### config.mk
export PLATFORM = sky130hd
export DESIGN_NAME = shpm_div
export DESIGN_NICKNAME = d
export VERILOG_FILES = /design/src/rtl/shpm_div.sv
export SDC_FILE = /design/constraint.sdc
export NUM_CORES = 1
export LEC_CHECK = 0
export ABC_AREA = 1
export BUFFER_PORTS_ARGS = -buffer_cell sky130_fd_sc_hd__buf_4
export CAP_MARGIN = 10
export CORE_MARGIN = 1
export CORE_UTILIZATION = 58
export DETAILED_ROUTE_END_ITERATION = 8
export GPL_ROUTABILITY_DRIVEN = 0
export PLACE_DENSITY_LB_ADDON = 0.2
export RECOVER_POWER = 50
export SYNTH_ARGS = -nofsm -noshare
export SYNTH_HDL_FRONTEND = slang
export SYNTH_SLANG_ARGS = --single-unit
### constraint.sdc
create_clock -name clk -period 7.25 [get_ports clk]
set_clock_uncertainty 0.15 [all_clocks]
set_input_delay 0.3625 -clock clk [delete_from_list [all_inputs] [get_ports clk]]
set_output_delay 0.3625 -clock clk [all_outputs]
set_load 0.05 [all_outputs]
### src/rtl/shpm_div.sv
// Restoring unsigned divider, one quotient bit per cycle.
// 48-bit dividend, 32-bit divisor. Depends on nothing.
module shpm_div (
  input  logic        clk,
  input  logic        rst,
  input  logic        start,
  input  logic [47:0] num,
  input  logic [31:0] den,
  output logic        done,
  output logic [47:0] quo,
  output logic [31:0] rem
);
  localparam int unsigned STEPS = 48;
  localparam int unsigned CW    = $clog2(STEPS + 1);

  logic          busy;
  logic [CW-1:0] cnt;
  logic [31:0]   den_r;
  logic [32:0]   trial;
  logic          fits;

  // shift in next dividend bit and test against divisor
  assign trial = {rem, quo[47]};
  assign fits  = trial >= {1'b0, den_r};

  always_ff @(posedge clk) begin
    if (rst) begin
      busy <= 1'b0;
      cnt  <= '0;
      done <= 1'b0;
    end else begin
      done <= busy && (cnt == CW'(1));
      if (start) begin
        busy <= 1'b1;
        cnt  <= CW'(STEPS);
      end else if (busy) begin
        cnt <= cnt - CW'(1);
        if (cnt == CW'(1)) busy <= 1'b0;
      end
    end
  end

  always_ff @(posedge clk) begin
    if (start) begin
      quo   <= num;
      rem   <= '0;
      den_r <= den;
    end else if (busy) begin
      if (fits) begin
        rem <= 32'(trial - {1'b0, den_r});
        quo <= {quo[46:0], 1'b1};
      end else begin
        rem <= trial[31:0];
        quo <= {quo[46:0], 1'b0};
      end
    end
  end
endmodule

After elaboration in Yosys (flattened, before gate mapping). Index checks and enable logic that the tools add are counted.

Register bits: 120. Output and inout bits: 81. Bits of input ports: 83. Word-level logic and storage cells: 23.

Multiplexer cells: 9. Eq/ne operators: 1. Order comparisons: 1. Reductions and logical operators: 3. Add/subtract/negate cells: 2.

Operator list (number): 48-bit 2-to-1 mux (2); 33-bit by 32-bit greater-or-equal comparator with 1-bit output (1); 32-bit 2-to-1 mux (1); 32-bit subtractor (1); 6-bit 2-to-1 mux (2); 6-bit by 1-bit == test with 1-bit output (second input constant) (1); 6-bit by 1-bit subtractor with 6-bit output (second input constant) (1); 1-bit 2-to-1 mux (4); 2-bit nonzero test (1); 2-bit OR reduction (1); 1-bit logical AND (1).

Depth between registers and ports, before layout. Gate-level depths: netlist (run 1).

Word-level depth: 4. Depth in mapped cells: 17. Gate-level depth less buffers: 16.

Least setup slack after synthesis (run 1). No wires, ideal clock.

Kind: reg2reg. Start point: register quo[47]. End point: register rem[16]. Library setup time: 0.114 ns. Arrival: 2.144 ns. Setup slack: 4.843 ns. Clock period less this slack: 2.407 ns. Data required time: 6.986 ns. Cell stages (with the launch flop): 16. Path buffers: 0. Cell sequence: edfxtp_1 > inv_1 > ha_1 > fa_1 > inv_1 > nand3_1 > nand3_1 > nand2_1 > nand3_1 > nand3_1 > nand2_1 > nand2_1 > nand2_1 > nand2_1 > nand3_1 > nand2_1.

Longest elaborated chain between the ends: 2. Elaborated cells between the ends (all ways): 3. Those cells by class: add/sub: 1; order compare: 1; mux: 1.

RTL lines: from (decl) (RTL line 10) `output logic [47:0] quo,`; from (signal assigned) (RTL line 45) `quo <= num;`; from (signal assigned) (RTL line 51) `quo <= {quo[46:0], 1'b1};`; from (signal assigned) (RTL line 54) `quo <= {quo[46:0], 1'b0};`; 32-bit subtractor / 33-bit by 32-bit greater-or-equal comparator with 1-bit output (equally long branches) (RTL line 50, 24); 32-bit 2-to-1 mux (*) (RTL line 49) `if (fits) begin`; to (signal assigned) (RTL line 50) `rem <= 32'(trial - {1'b0, den_r});`; to (signal assigned) (RTL line 53) `rem <= trial[31:0];`; to (decl) (RTL line 11) `output logic [31:0] rem`.

Mark *: on every way between the ends. The rest lies on a longest branch, timed or not. A chain may end at the register's enable or synchronous reset.

Worst setup path in the final report (run 1).
Start point: input start. End point: register quo[18], data pin.

Longest elaborated chain between the ends: 1.

RTL lines: from (decl) (RTL line 6) `input logic start,`; 48-bit 2-to-1 mux (RTL line 44) `if (start) begin`.

Every way passes these cells.

==> metrics.cfg, run 1 <==
[critical_path]
critPathLaunch = start
start_kind = input pin
r2r_cells = 12
cp.arrival_ps = 3260
crit_end = quo[18]
worstPathMaxFanout = 60
r2r-start = rem[27]
end_kind = flop
timing_worst_setup_path_type = in2reg
crit_required_ps = 7270
r2r_end = rem[28]
r2r_setup_slack_ps = 4190

[die]
start_util_pct = 59.4
die_w_um = 115
die_y_um = 115
coreArea_um2 = 12600
row_count = 41
io-pin-count = 164
dieArea_um2 = 13300

[sta]
fin_crit_ps = 3240
worstMarginPinSlew_ps = 1540
final_max_slew_viol_count = 25
setup_viol = 0
fmax_ghz = 0.309
holdWs_ps = 53.5
hold_viol = 0
relSlewSlack_pct = -2.82
rsz0062_at_grt = false
fin_tns_setup_ps = 0
period_share_pct = 44.6
setup_ws_ps = 4010

[clock_tree]
postCtsSetupBuffers = 0
clk-insertion-delay-late_ps = 420
htreeDepth = 4
clk_pin_slew_ps = 60
cts_sinks = 120
hold_buffers = 33
cts_tree = done
cts-buffers-inserted = 17
cts_root_buf = clkbuf_16
ctsResizeCount = 0
clock_path_buffers = 2

[logic_synthesis]
synth_edf_count = 80
ys_ff_latch = 120
syn_avg_cell_area_um2 = 7.14
synth_nets = 1164
ys_warn_count = 0
yosys.area.top_type = edfxtp_1
ys_types = 32
netlist_area_um2 = 7470
ys_async_sr_fraction_pct = 0
syn_inst = 1046
yosysMostFrequentCell = nand2_1
synth_seq_area_share_pct = 42.9
ys_top_cells_by_count = nand2_1 (497), inv_1 (155), edfxtp_1 (80)
synth_top_area_share_pct = 32.2
synthTopCellsByArea = edfxtp_1 (32%), nand2_1 (25%), dfxtp_1 (11%)
ys.flop_type = edfxtp_1

[detailed_routing]
final_antenna_net_count = 0
vias = 7178
drc = 0
drt_iter0_drc = 520
vias_per_cell = 5.05
wirelength_um = 19500
wl_per_cell_um = 13.7
first_pass_iters = 7

[min_path]
hold_class = in2reg
whs_path_depth = 3
min_from = num[22]

[outcome]
violations = capacitance limit, slew limit
status = complete, but fails checks

[power]
total_power_uw = 1990
power_density_nw_per_um2 = 211
leakagePower_uw = 0.00493
ir_drop_mv = 0.180

[place]
place_worst_setup_slack_ps = 4300
io_buffers = 163
post-dp-hpwl_um = 13500

[finish]
final_nets = 1355
layout-drive-gt1-share_pct = 10.6
syn2layout_area_growth_pct = 26.4
antenna_cells = 0

[job]
max-cap-violations = 1

[global_route]
grt_first_pass_wirelength_um = 31900
groute.usage.overall_pct = 31.0
overflow = 0
antenna_found_initial = 0
first_global_vias = 6895
grt_max_degree = 61

power breakdown:
part	internal (uW)	switching, uW	leakage [uW]
Sequential	787	25.0	0.00113
Clock	557	300	0.000284
Combinational	98.4	226	0.00352
registers in the layout, summed over array words and instances, names as in the netlist:
signal,cells
quo,48
den_r,32
rem,32
cnt,6
busy,1
done,1
logic make-up after synthesis:
logic type | count (synthesis) | share of synthesized area [%]
fa+ha+maj | 35 | 5.97
simple gates | 662 | 37.4
flops | 120 | 42.9
compound gates | 28 | 2.08
xor+xnor | 16 | 1.88
buf+inv | 185 | 9.75
layer usage:
| layer | GRT usage, % | up-vias | wire (um) |
|---|---|---|---|
| met5 | 0 | - | 0 |
| met4 | 13.9 | 0 | 599 |
| met3 | 7.48 | 50 | 1300 |
| met2 | 52.1 | 268 | 9350 |
| met1 | 37.8 | 3234 | 8200 |
| li1 | - | 3626 | - |
worst min path at each step:
stage / end / slack, ps
after detailed placement: rem[21] / 320
final: quo[22] / 50
after global placement: rem[29] / 320
after CTS: quo[8] / 40
after floorplan: cnt[4] / 280
after global routing: quo[41] / 50
metrics by stage:
| step | instances | area, um^2 | utilization, % |
|---|---|---|---|
| floorplan | 1046 | 7470 | - |
| global placement | 1357 | 8800 | 70.0 |
| detailed placement | 1357 | 8800 | 70.0 |
| CTS | 1422 | 9730 | 77.4 |
| global route | 1422 | 9440 | 75.1 |
| finish | 1422 | 9440 | 75.1 |
placed cells by master, fill, tap and decap left out, drive strengths merged:
cell         netlist  final
ha                34     34
nor3b              1      1
nand2            503    503
clkbuf            15    132
edfxtp            80     80
and2               3      3
a21oi             20     20
or2                1      1
xnor2             15     15
o21ai              1      1
a31oi              2      2
clkinvlp           0      1
dfxtp             40     40
inv              155    155
a211oi             3      3
clkinv             2      6
bufinv             0      3
buf               13     59
nand3b            44     44
xor2               1      1
o21bai             2      2
nor3               8      8
fa                 1      1
nor2              50     50
nand3             50     50
dlygate4sd3        0     33
nand4              2      2
critical path, stage by stage:
cell and delay, ps:
clkbuf_1 1090, buf_4 710, clkinv_1 470, buf_4 390, nand2_1 120, nand2_1 70
cell type report:
class / instances / area [um^2]
tap: 172 / 215
sequential: 120 / 3200
clock buffer: 24 / 472
fill: 1000 / 3130
inverter: 157 / 589
clock inverter: 8 / 123
multi-input combinational: 741 / 3540
timing repair buffer: 200 / 1300
Power figures use the tool's default switching activity.
==> run 2: changes to the inputs <==
--- a/config.mk
+++ b/config.mk
@@ -9,7 +9,7 @@
 export BUFFER_PORTS_ARGS = -buffer_cell sky130_fd_sc_hd__buf_4
 export CAP_MARGIN = 10
 export CORE_MARGIN = 1
-export CORE_UTILIZATION = 58
+export CORE_UTILIZATION = 50
 export DETAILED_ROUTE_END_ITERATION = 8
 export GPL_ROUTABILITY_DRIVEN = 0
 export PLACE_DENSITY_LB_ADDON = 0.2
==> constraint.sdc (replaced) <==
create_clock -name clk -period 2.7 [get_ports clk]
set_clock_uncertainty 0.15 [all_clocks]
set_input_delay 0.135 -clock clk [delete_from_list [all_inputs] [get_ports clk]]
set_output_delay 0.135 -clock clk [all_outputs]
set_load 0.05 [all_outputs]
==> run 2 against run 1 <==
The flow still finishes with violations (capacitance limit, slew limit). Utilization fell by 6.1 points. Clock-buffer cell count fell by 5. Sequential power rose to 2.7 times the previous value. Highest routed layer unchanged.
==> metrics.cfg, run 2 (synthesis results as in run 1) <==
[critical_path]
r2r_end = rem[9]
cp.arrival_ps = 2590  ; -670 ps
r2r_setup_slack_ps = 280  ; -3910 ps
cpMostUsedCell = nand2_1
end_kind = flop
crit_end = rem[9]
crit_path_top_delay_cell = ha_1
worst-path-stages = 14  ; +8
crit_family = simple AND/OR/NAND/NOR gates
critPathLaunch = rem[2]
r2r-start = rem[2]
timing_worst_setup_path_type = reg2reg
crit_required_ps = 2870  ; -4400 ps
worstPathMaxFanout = 14  ; -77%
worstPathCellList = ha_1, nand2_1, inv_1, nand2_1, nand3_2, nand2_1, nand2_2, nand2_2, nand2_2, nand2_4, buf_4, nand3b_1, nand3_1, nand2_1
r2r_cells = 14  ; +2
cp.buffers_inverters = 2  ; -2
critical_path.max_stage_delay_ps = 380  ; -710 ps
start_kind = flop

[die]
start_util_pct = 51.4  ; -8.0 points
die_w_um = 124  ; +7.6%
row_count = 44  ; +7.3%
io-pin-count = 164  ; unchanged
coreArea_um2 = 14500  ; +16%
die_y_um = 124  ; +7.6%
dieArea_um2 = 15400  ; +16%

[finish]
final_util_pct = 69.0  ; -6.1 points
final_common_cell = nand2_1
largestRegisters = quo (48), den_r (32), rem (32)
layout-drive-gt1-share_pct = 11.7  ; +1.1 points
layout_common_cells = nand2_1 (497), inv_1 (154), dlygate4sd3_1 (81)
nFillCells = 1229  ; +23%
top_register = quo
ff_latch_area_um2 = 3200  ; unchanged
multi_input_area_um2 = 3550  ; +0.25%
syn2layout_area_growth_pct = 34.3
antenna_cells = 0  ; unchanged
final_nets = 1410  ; +4.1%
largest_register_ff_count = 48  ; unchanged

[global_route]
first_global_vias = 7184  ; +4.2%
grt_first_pass_wirelength_um = 34100  ; +6.9%
groute.usage.overall_pct = 29.2  ; -1.7 points
overflow = 0  ; unchanged
antenna_found_initial = 0  ; unchanged
grt_max_degree = 83  ; +36%

[clock_tree]
clk_pin_slew_ps = 60  ; about the same
cts_sinks = 120  ; unchanged
clk-insertion-delay-late_ps = 430  ; about the same
htreeDepth = 4  ; unchanged
cts_root_buf = clkbuf_16
cts-buffers-inserted = 17  ; unchanged
cts_tree = done
clock_path_buffers = 2  ; unchanged

[sta]
holdWs_ps = 286  ; +232 ps
worstMarginPinSlew_ps = 1860  ; +316 ps
setup_ws_ps = 281  ; -3730 ps
final_max_slew_viol_count = 83  ; +230%
hold_viol = 0  ; unchanged
fmax_ghz = 0.413
relSlewSlack_pct = -23.9  ; -21 points
period_share_pct = 89.6
rsz0062_at_grt = false
setup_viol = 0  ; unchanged
fin_tns_setup_ps = 0  ; unchanged
fin_crit_ps = 2420

[outcome]
violations = capacitance limit, slew limit
status = complete, but fails checks

[power]
leakagePower_uw = 0.00520  ; +5.3%
ir_drop_mv = 0.454  ; +150%
total_power_uw = 5410  ; +170%
power_density_nw_per_um2 = 539  ; +160%

[place]
place_worst_setup_slack_ps = 237  ; -4060 ps
io_buffers = 163  ; unchanged
post-dp-hpwl_um = 14000  ; +3.9%

[detailed_routing]
vias_per_cell = 4.98  ; -1.3%
drt_iter0_drc = 453  ; -13%
final_antenna_net_count = 0  ; unchanged
wl_per_cell_um = 14.3  ; +4.5%
vias = 7421  ; +3.4%
wirelength_um = 21300  ; +9.5%
first_pass_iters = 5  ; -2
drc = 0  ; unchanged

[min_path]
min_from = den[22]
hold_class = in2reg

[job]
max-cap-violations = 1  ; unchanged

==> run 2: cell count changes in the layout (fill, tap and decap cells not counted), moves of 2 or more <==
| cell | previous run | this run |
|---|---|---|
| buf_4 | 59 | 71 |
| clkbuf_1 | 81 | 70 |
| clkinv_1 | 4 | 2 |
| clkinv_2 | 0 | 2 |
| clkinvlp_4 | 1 | 3 |
| dlygate4sd3_1 | 33 | 81 |
| inv_6 | 0 | 3 |
==> run 2: power breakdown <==
part | internal, uW | switching (uW) | total, uW
registers | 2110 | 68.7 | 2180
logic | 323 | 632 | 955
clock network | 1390 | 881 | 2270
==> run 2: what timing repair did <==
action                                 CTS  global route
setup buffers                            0             0
hold buffers                            81             0
endpoints found under the hold margin   88             0
setup endpoints to repair                0            10
gates resized for setup                  0             1
==> run 2: how the worst min path moves through the flow <==
stage                     slack, ps        end  depth (start not counted)
final                           290  den_r[22]                          2
after global routing            280  den_r[22]                          2
after CTS                       260  den_r[10]                          2
after detailed placement        160  den_r[15]                          1
after global placement          160  den_r[29]                          1
after floorplan                  50     cnt[4]                          1
==> run 2: final cells by class <==
| type | count | share of cell area, % |
|---|---|---|
| Sequential cell | 120 | 31.9 |
| Inverter | 157 | 5.88 |
| Tap cell | 184 | 2.30 |
| Multi-Input combinational cell | 741 | 35.4 |
| Timing Repair Buffer | 255 | 18.6 |
| Clock buffer | 19 | 4.42 |
| Clock inverter | 13 | 1.45 |
==> run 2: per-stage QoR <==
| step | instances | instance area (um^2) |
|---|---|---|
| after global placement | 1376 | 8880 |
| final | 1489 | 10000 |
| after CTS | 1489 | 10300 |
| after global routing | 1489 | 10000 |
| after detailed placement | 1376 | 8880 |
| after floorplan | 1046 | 7470 |
==> run 2: per-layer routing <==
metal / vias to the layer above / routed length, um / global-route usage (%)
li1: 3731 / - / -
met1: 3343 / 8880 / 35.2
met2: 298 / 10200 / 48.8
met3: 49 / 1700 / 8.56
met4: 0 / 553 / 11.8
met5: - / 0 / 0
==> run 2: worst register-to-register path: cells and delay by family, from the launching register on <==
family                     cells  cell delay (ps)
and+or+nand+nor               11             1130
buffers and inverters          2              320
adders and majority gates      1              380
DFF                            1              340
==> run 3: changes to the inputs <==
--- a/config.mk
+++ b/config.mk
@@ -9,7 +9,7 @@
 export BUFFER_PORTS_ARGS = -buffer_cell sky130_fd_sc_hd__buf_4
 export CAP_MARGIN = 10
 export CORE_MARGIN = 1
-export CORE_UTILIZATION = 50
+export CORE_UTILIZATION = 58
 export DETAILED_ROUTE_END_ITERATION = 8
 export GPL_ROUTABILITY_DRIVEN = 0
 export PLACE_DENSITY_LB_ADDON = 0.2
==> constraint.sdc (replaced) <==
create_clock -name clk -period 3.13 [get_ports clk]
set_clock_uncertainty 0.15 [all_clocks]
set_input_delay 0.1565 -clock clk [delete_from_list [all_inputs] [get_ports clk]]
set_output_delay 0.1565 -clock clk [all_outputs]
set_load 0.05 [all_outputs]
==> run 3 against run 2 <==
Power down 8.5%. Clock-buffer cell count down 2. The run still ends with capacitance limit, slew limit left. Non-clock buffer count down 3. Die area down 14%. First-iteration DRC count up 42%. Largest cell class unchanged. Highest routed layer unchanged.
==> metrics.cfg, run 3 (synthesis results as in run 1) <==
[finish]
largest_register_ff_count = 48  ; unchanged
layout_common_cells = nand2_1 (497), inv_1 (154), buf_4 (108)
top_register = quo
final_nets = 1407  ; -0.21%
layout-drive-gt1-share_pct = 14.4  ; +2.6 points
antenna_cells = 0  ; unchanged
final_common_cell = nand2_1
largestRegisters = quo (48), den_r (32), rem (32)
syn2layout_area_growth_pct = 36.2
final_util_pct = 80.9  ; +12 points

[clock_tree]
cts_root_buf = clkbuf_16
cts_tree = done
postCtsSetupBuffers = 0  ; unchanged
ctsResizeCount = 0  ; unchanged
cts_sinks = 120  ; unchanged
clk-insertion-delay-late_ps = 430  ; about the same
clock_path_buffers = 2  ; unchanged
htreeDepth = 4  ; unchanged
cts-buffers-inserted = 17  ; unchanged
clk_pin_slew_ps = 60  ; about the same

[global_route]
first_global_vias = 7644  ; +6.4%
groute.usage.overall_pct = 36.6  ; +7.4 points
grt_first_pass_wirelength_um = 37100  ; +8.8%
overflow = 0  ; unchanged
antenna_found_initial = 0  ; unchanged
grt_max_degree = 53  ; -36%

[die]
io-pin-count = 164  ; unchanged
die_w_um = 115  ; -7.0%
coreArea_um2 = 12600  ; -14%
die_y_um = 115  ; -7.0%
dieArea_um2 = 13300  ; -14%
start_util_pct = 59.4  ; +8.0 points
row_count = 41  ; -6.8%

[outcome]
status = complete, but fails checks
violations = capacitance limit, slew limit

[detailed_routing]
drt_iter0_drc = 641  ; +42%
drc = 0  ; unchanged
vias_per_cell = 5.23  ; +4.9%
wl_per_cell_um = 15.5  ; +8.4%
wirelength_um = 22800  ; +7.3%
final_antenna_net_count = 0  ; unchanged
first_pass_iters = 6  ; +1
vias = 7703  ; +3.8%

[sta]
setup_viol = 0  ; unchanged
relSlewSlack_pct = -34.0  ; -10 points
fmax_ghz = 0.379
final_max_slew_viol_count = 37  ; -55%
hold_viol = 0  ; unchanged
fin_crit_ps = 2640
rsz0062_at_grt = false
worstMarginPinSlew_ps = 2010  ; +152 ps
period_share_pct = 84.3
fin_tns_setup_ps = 0  ; unchanged

[power]
p_sw_uw = 1400  ; -12%
leakagePower_uw = 0.00535  ; +3.0%
p_seq_share_pct = 38.2  ; -2.2 points
p_int_uw = 3550  ; -7.3%
combinationalPowerShare_pct = 17.5  ; -0.2 points
ir_drop_mv = 0.511  ; +13%
swShare_pct = 28.3  ; -0.97 points
power_density_nw_per_um2 = 486  ; -9.8%
clkPwrFrac_pct = 44.2  ; +2.2 points
total_power_uw = 4940  ; -8.5%

[critical_path]
cp.arrival_ps = 2610  ; +20 ps
start_kind = input pin
timing_worst_setup_path_type = in2reg
crit_required_ps = 3100  ; +230 ps
end_kind = flop
worstPathMaxFanout = 52  ; +38

[place]
io_buffers = 163  ; unchanged
post-dp-hpwl_um = 13800  ; -1.5%

[job]
max-cap-violations = 1  ; unchanged

[min_path]
hold_class = in2reg

## run 3: cell types whose count changed in the layout (fill, tap and decap cells not counted), moves of 2 or more
cell,previous run,this run
buf_4,71,108
bufinv_16,2,5
clkbuf_1,70,31
clkbuf_4,32,30
clkinvlp_4,3,1
## run 3: power by group through the flow
| stage | logic (uW) | registers (uW) | clock network [uW] |
|---|---|---|---|
| after floorplan | 272 | 2130 | 0 |
| after global placement | 756 | 1910 | 0 |
| after detailed placement | 770 | 1910 | 0 |
| after CTS | 856 | 1880 | 2170 |
| after global routing | 925 | 1900 | 2270 |
| final | 867 | 1890 | 2190 |
## run 3: final timing paths
kind         startpoint        to  slack (ps)  cells after the start
max               start    quo[0]         490                      5
max reg2reg   den_r[30]   rem[15]         520                     11
min reg2reg     rem[22]   rem[22]         330                      2
min              den[9]  den_r[9]         320                      2
## run 3: final cells by class
| cell class | instances | area (um^2) |
|---|---|---|
| fillers | 815 | 2400 |
| flip-flops and latches | 120 | 3200 |
| well taps | 172 | 215 |
| inverters | 157 | 589 |
| clock buffers | 17 | 425 |
| clock inverters | 15 | 224 |
| multi-input cells | 741 | 3540 |
| repair buffers | 252 | 1970 |
## run 3: through the flow
step | cells | worst slack (ps) | hold WS, ps | cell area [um^2]
after floorplan | 1046 | 723 | 75.9 | 7470
after global placement | 1361 | 688 | 185 | 8830
after detailed placement | 1361 | 605 | 186 | 8830
after CTS | 1474 | 564 | 62.6 | 10300
after global routing | 1474 | 212 | 309 | 10200
final | 1474 | 491 | 317 | 10200
## run 3: worst max-delay path, stage by stage
cell and delay [ps]:
clkbuf_1 1400, clkinv_1 190, buf_2 500, nor2_1 230
a31oi_1 100
## run 3: timing repair
item / 4_1_cts / 5_1_grt
setup endpoints to repair: 0 / 0
endpoints found under the hold margin: 88 / 0
hold buffers: 81 / 0
## run 3: layer usage
| metal | vias to the layer above | GRT usage (%) | part of all wire, % |
|---|---|---|---|
| met5 | - | 0 | 0 |
| met4 | 0 | 17.2 | 3.5 |
| met3 | 74 | 9.62 | 9.0 |
| met2 | 415 | 61.4 | 48 |
| met1 | 3479 | 44.0 | 40 |
| li1 | 3735 | - | - |
